## config.mk

```make
export PLATFORM = sky130hd
export DESIGN_NAME = csrse_ram
export DESIGN_NICKNAME = d
export VERILOG_FILES = /design/src/rtl/csrse_ram.sv
export SDC_FILE = /design/constraint.sdc
export NUM_CORES = 1
export LEC_CHECK = 0
export ABC_CLOCK_PERIOD_IN_PS = 3200
export BUFFER_PORTS_ARGS = -buffer_cell sky130_fd_sc_hd__buf_2
export CORE_MARGIN = 8
export CORE_UTILIZATION = 33
export CTS_CLUSTER_SIZE = 16
export DETAILED_ROUTE_END_ITERATION = 6
export PLACE_DENSITY = 0.51
export SYNTH_ARGS = -nofsm -noshare
export SYNTH_HDL_FRONTEND = slang
export SYNTH_SLANG_ARGS = --single-unit
```

## constraint.sdc

```tcl
create_clock -name clk -period 3.2 [get_ports clk]
set_clock_uncertainty 0.15 [all_clocks]
set_input_delay 0.16 -clock clk [delete_from_list [all_inputs] [get_ports clk]]
set_output_delay 0.16 -clock clk [all_outputs]
set_load 0.03 [all_outputs]
```

## src/rtl/csrse_ram.sv

```systemverilog
// Generic single-write, single-read RAM with registered read data.
`timescale 1ns / 1ps
module csrse_ram #(
  parameter int WIDTH = 8,
  parameter int DEPTH = 16
) (
  input  logic                     clk,
  input  logic                     we,
  input  logic [$clog2(DEPTH)-1:0] waddr,
  input  logic [WIDTH-1:0]         wdata,
  input  logic [$clog2(DEPTH)-1:0] raddr,
  output logic [WIDTH-1:0]         rdata
);
  logic [WIDTH-1:0] mem [DEPTH];

  always_ff @(posedge clk) begin
    if (we) begin
      mem[waddr] <= wdata;
    end
    rdata <= mem[raddr];
  end
endmodule

```

==> flow_summary.yaml <==
sta:
  relSlewSlack_pct: 30.3
  maxSlewViolCount: 0
  setup_violations: 0
  timing.fmax_mhz: 583
  fin_setup_tns_ns: 0
  hold_viol: 0
  whs_ns: 0.0128
  finalCriticalPeriod_ns: 1.71
  fin_crit_sh_pct: 53.6
  rsz0062_at_grt: "no"
  tightest_slew_ns: 1.04
status:
  status: "finished clean"
global_route:
  antenna_found_initial: 0
  grt_max_degree: 33
  grt.overflow.total: 0
  grt_pass1_vias: 2693
  grt_pass1_wl_um: 16200
  grt.total_usage_pct: 11.4
layout:
  final.fill_count: 1357
  seq_area_um2: 4000
  fin_cells: 479
  area_growth_pct: 19.6
  mostFrequentLayoutCells: "edfxtp_1 (128), buf_2 (25), mux4_2 (18), clkbuf_16 (17), a22oi_1 (16)"
  final_common_cell: "edfxtp_1"
  drive_above_1_share_pct: 26.5
  diodes: 0
  nets: 296
  multiInputGateArea_um2: 1060
detailed_routing:
  dr.pass1.iters: 4
  ant_nets: 0
  viasPerCell: 5.09
  vias: 2437
  wl_per_cell_um: 21.8
  drt_iter0_markers: 185
  drc: 0
  wirelength_um: 10500
yosys:
  synth_area_um2: 5150
  netlist.area_leader.share_pct: 74.7
  ys_warn_count: 0
  syn_avg_cell_area_um2: 22.5
  synth_cell_types: 19
  synth_nets: 247
  synth_area_leaders: "edfxtp_1 (75%), mux4_2 (7.9%), mux4_1 (7.1%)"
  post-synth-top-area-cell: "edfxtp_1"
  ys_ff_latch: 136
  yosysSeqAreaShare_pct: 77.8
  synthCells: 229
power_and_ir_drop:
  leakagePower_nw: 2.05
  power.density_nw_per_um2: 679
  power.total_mw: 4.18
  ir_drop_v: 0.000354
worst_setup_path:
  endpoint_kind: "flip-flop"
  worst_path_dominant_cell_family: "buffers and inverters"
  r2r_cells: 3
  critPathMaxStageDelay_ns: 0.58
  regToRegSetupSlack_ns: 1.70
  startpoint_type: "primary input"
  r2r_start: "mem[11][7]"
  path_cells: "buf_2 > buf_12 > mux4_1 > a22oi_1 > nand2_1"
  path_max_fanout: 18
  crit_type: "in2reg"
  critPathBufInv: 2
  worst-endpoint-required_ns: 3.34
  worstPathArrival_ns: 1.85
  critPathSlowestCell: "mux4_1"
  timing.rr.end: "rdata[7]"
floorplanning:
  dieWidth_um: 141
  die_h_um: 141
  initial_core_util_pct: 33.9
  rows: 45
  ioPinCount: 26
  coreArea_um2: 15200
  dieArea_um2: 19900
placement:
  dp_cells: 441
  place_hpwl_um: 6730
  gp_congestion: 0.711
  io_buffers: 25
clock_tree:
  root_buffer: "clkbuf_16"
  path_clk_slew_ns: 0.05
  post_cts_resize_count: 0
  numCtsBuffers: 17
  post_cts_buffers: 0
  cts_tree: "done"
  clock-sinks: 136
  clockBufferDepth: 2
  cts_max_level: 4
  clk_latency_ns: 0.41
hold_path:
  holdPathEnd: "mem[10][2]"
  min_path_type: "in2reg"
  hp-start: "wdata[2]"
  min_path_cells: 1
flow_run:
  drv_cap: 0
==> routing by layer <==
layer / GRT usage (%) / part of all wire, % / up-vias
li1: - / - / 1075
met1: 15.0 / 46 / 1306
met2: 17.3 / 48 / 52
met3: 3.34 / 5.4 / 4
met4: 4.81 / 0.48 / 0
met5: 0 / 0 / -
==> flip-flops by register name, summed over array words and instances, names as in the netlist <==
name   count
rdata      8
mem      128
==> metrics by stage <==
stage | utilization, % | setup slack [ns] | instance area (um^2)
floorplan | - | 1.40 | 5150
global placement | 36.2 | 0.993 | 5500
detailed placement | 36.2 | 0.990 | 5500
CTS | 40.5 | 1.42 | 6160
global route | 40.5 | 1.36 | 6160
finish | 40.5 | 1.49 | 6160
==> worst max-delay path by stage <==
stage / startpoint / to / slack [ns] / depth (start not counted)
after floorplan: waddr[2] / mem[0][0] / 1.40 / 2
after global placement: raddr[0] / rdata[2] / 0.99 / 5
after detailed placement: raddr[0] / rdata[2] / 0.99 / 5
after CTS: raddr[0] / rdata[2] / 1.42 / 5
after global routing: raddr[0] / rdata[2] / 1.36 / 5
final: raddr[0] / rdata[2] / 1.49 / 5
==> cell type report <==
type	count	area share (%)
tap	188	3.82
clock buffer	22	7.21
sequential	136	65.0
timing repair buffer	40	4.31
multi-input combinational	83	17.2
clock inverter	10	2.46
==> synthesized netlist by cell type (all sizes together) <==
cell and count:
nand2 9, buf 7, nor2 13, clkdlybuf4s25 3, nand3b 2, a22oi 16
edfxtp 128, mux4 32, or3b 1, and2b 1, nor2b 1, and2 1
nor3 4, dfxtp 8, nand3 1, nand2b 2
==> power breakdown <==
group          leakage, nW  switching, mW  internal [mW]
Clock                0.281          0.677           1.29
Combinational        0.548          0.126         0.0802
Sequential            1.22         0.0138           1.99
==> cell families (layout without fill, tap and decap cells) <==
logic type | count (synthesis) | count (layout) | synth area share (%)
AOI/OAI and AO/OA | 16 | 16 | 2.33
buffers and inverters | 10 | 72 | 1.68
DFF | 136 | 136 | 77.8
muxes | 32 | 32 | 15.0
and+or+nand+nor | 35 | 35 | 3.18
==> what timing repair did <==
| action | in CTS | in global routing |
|---|---|---|
| hold buffers | 6 | 0 |
| endpoints found under the setup margin | 0 | 0 |
| endpoints found under the hold margin | 96 | 0 |
No activity file was read; power rests on OpenSTA's default activity.
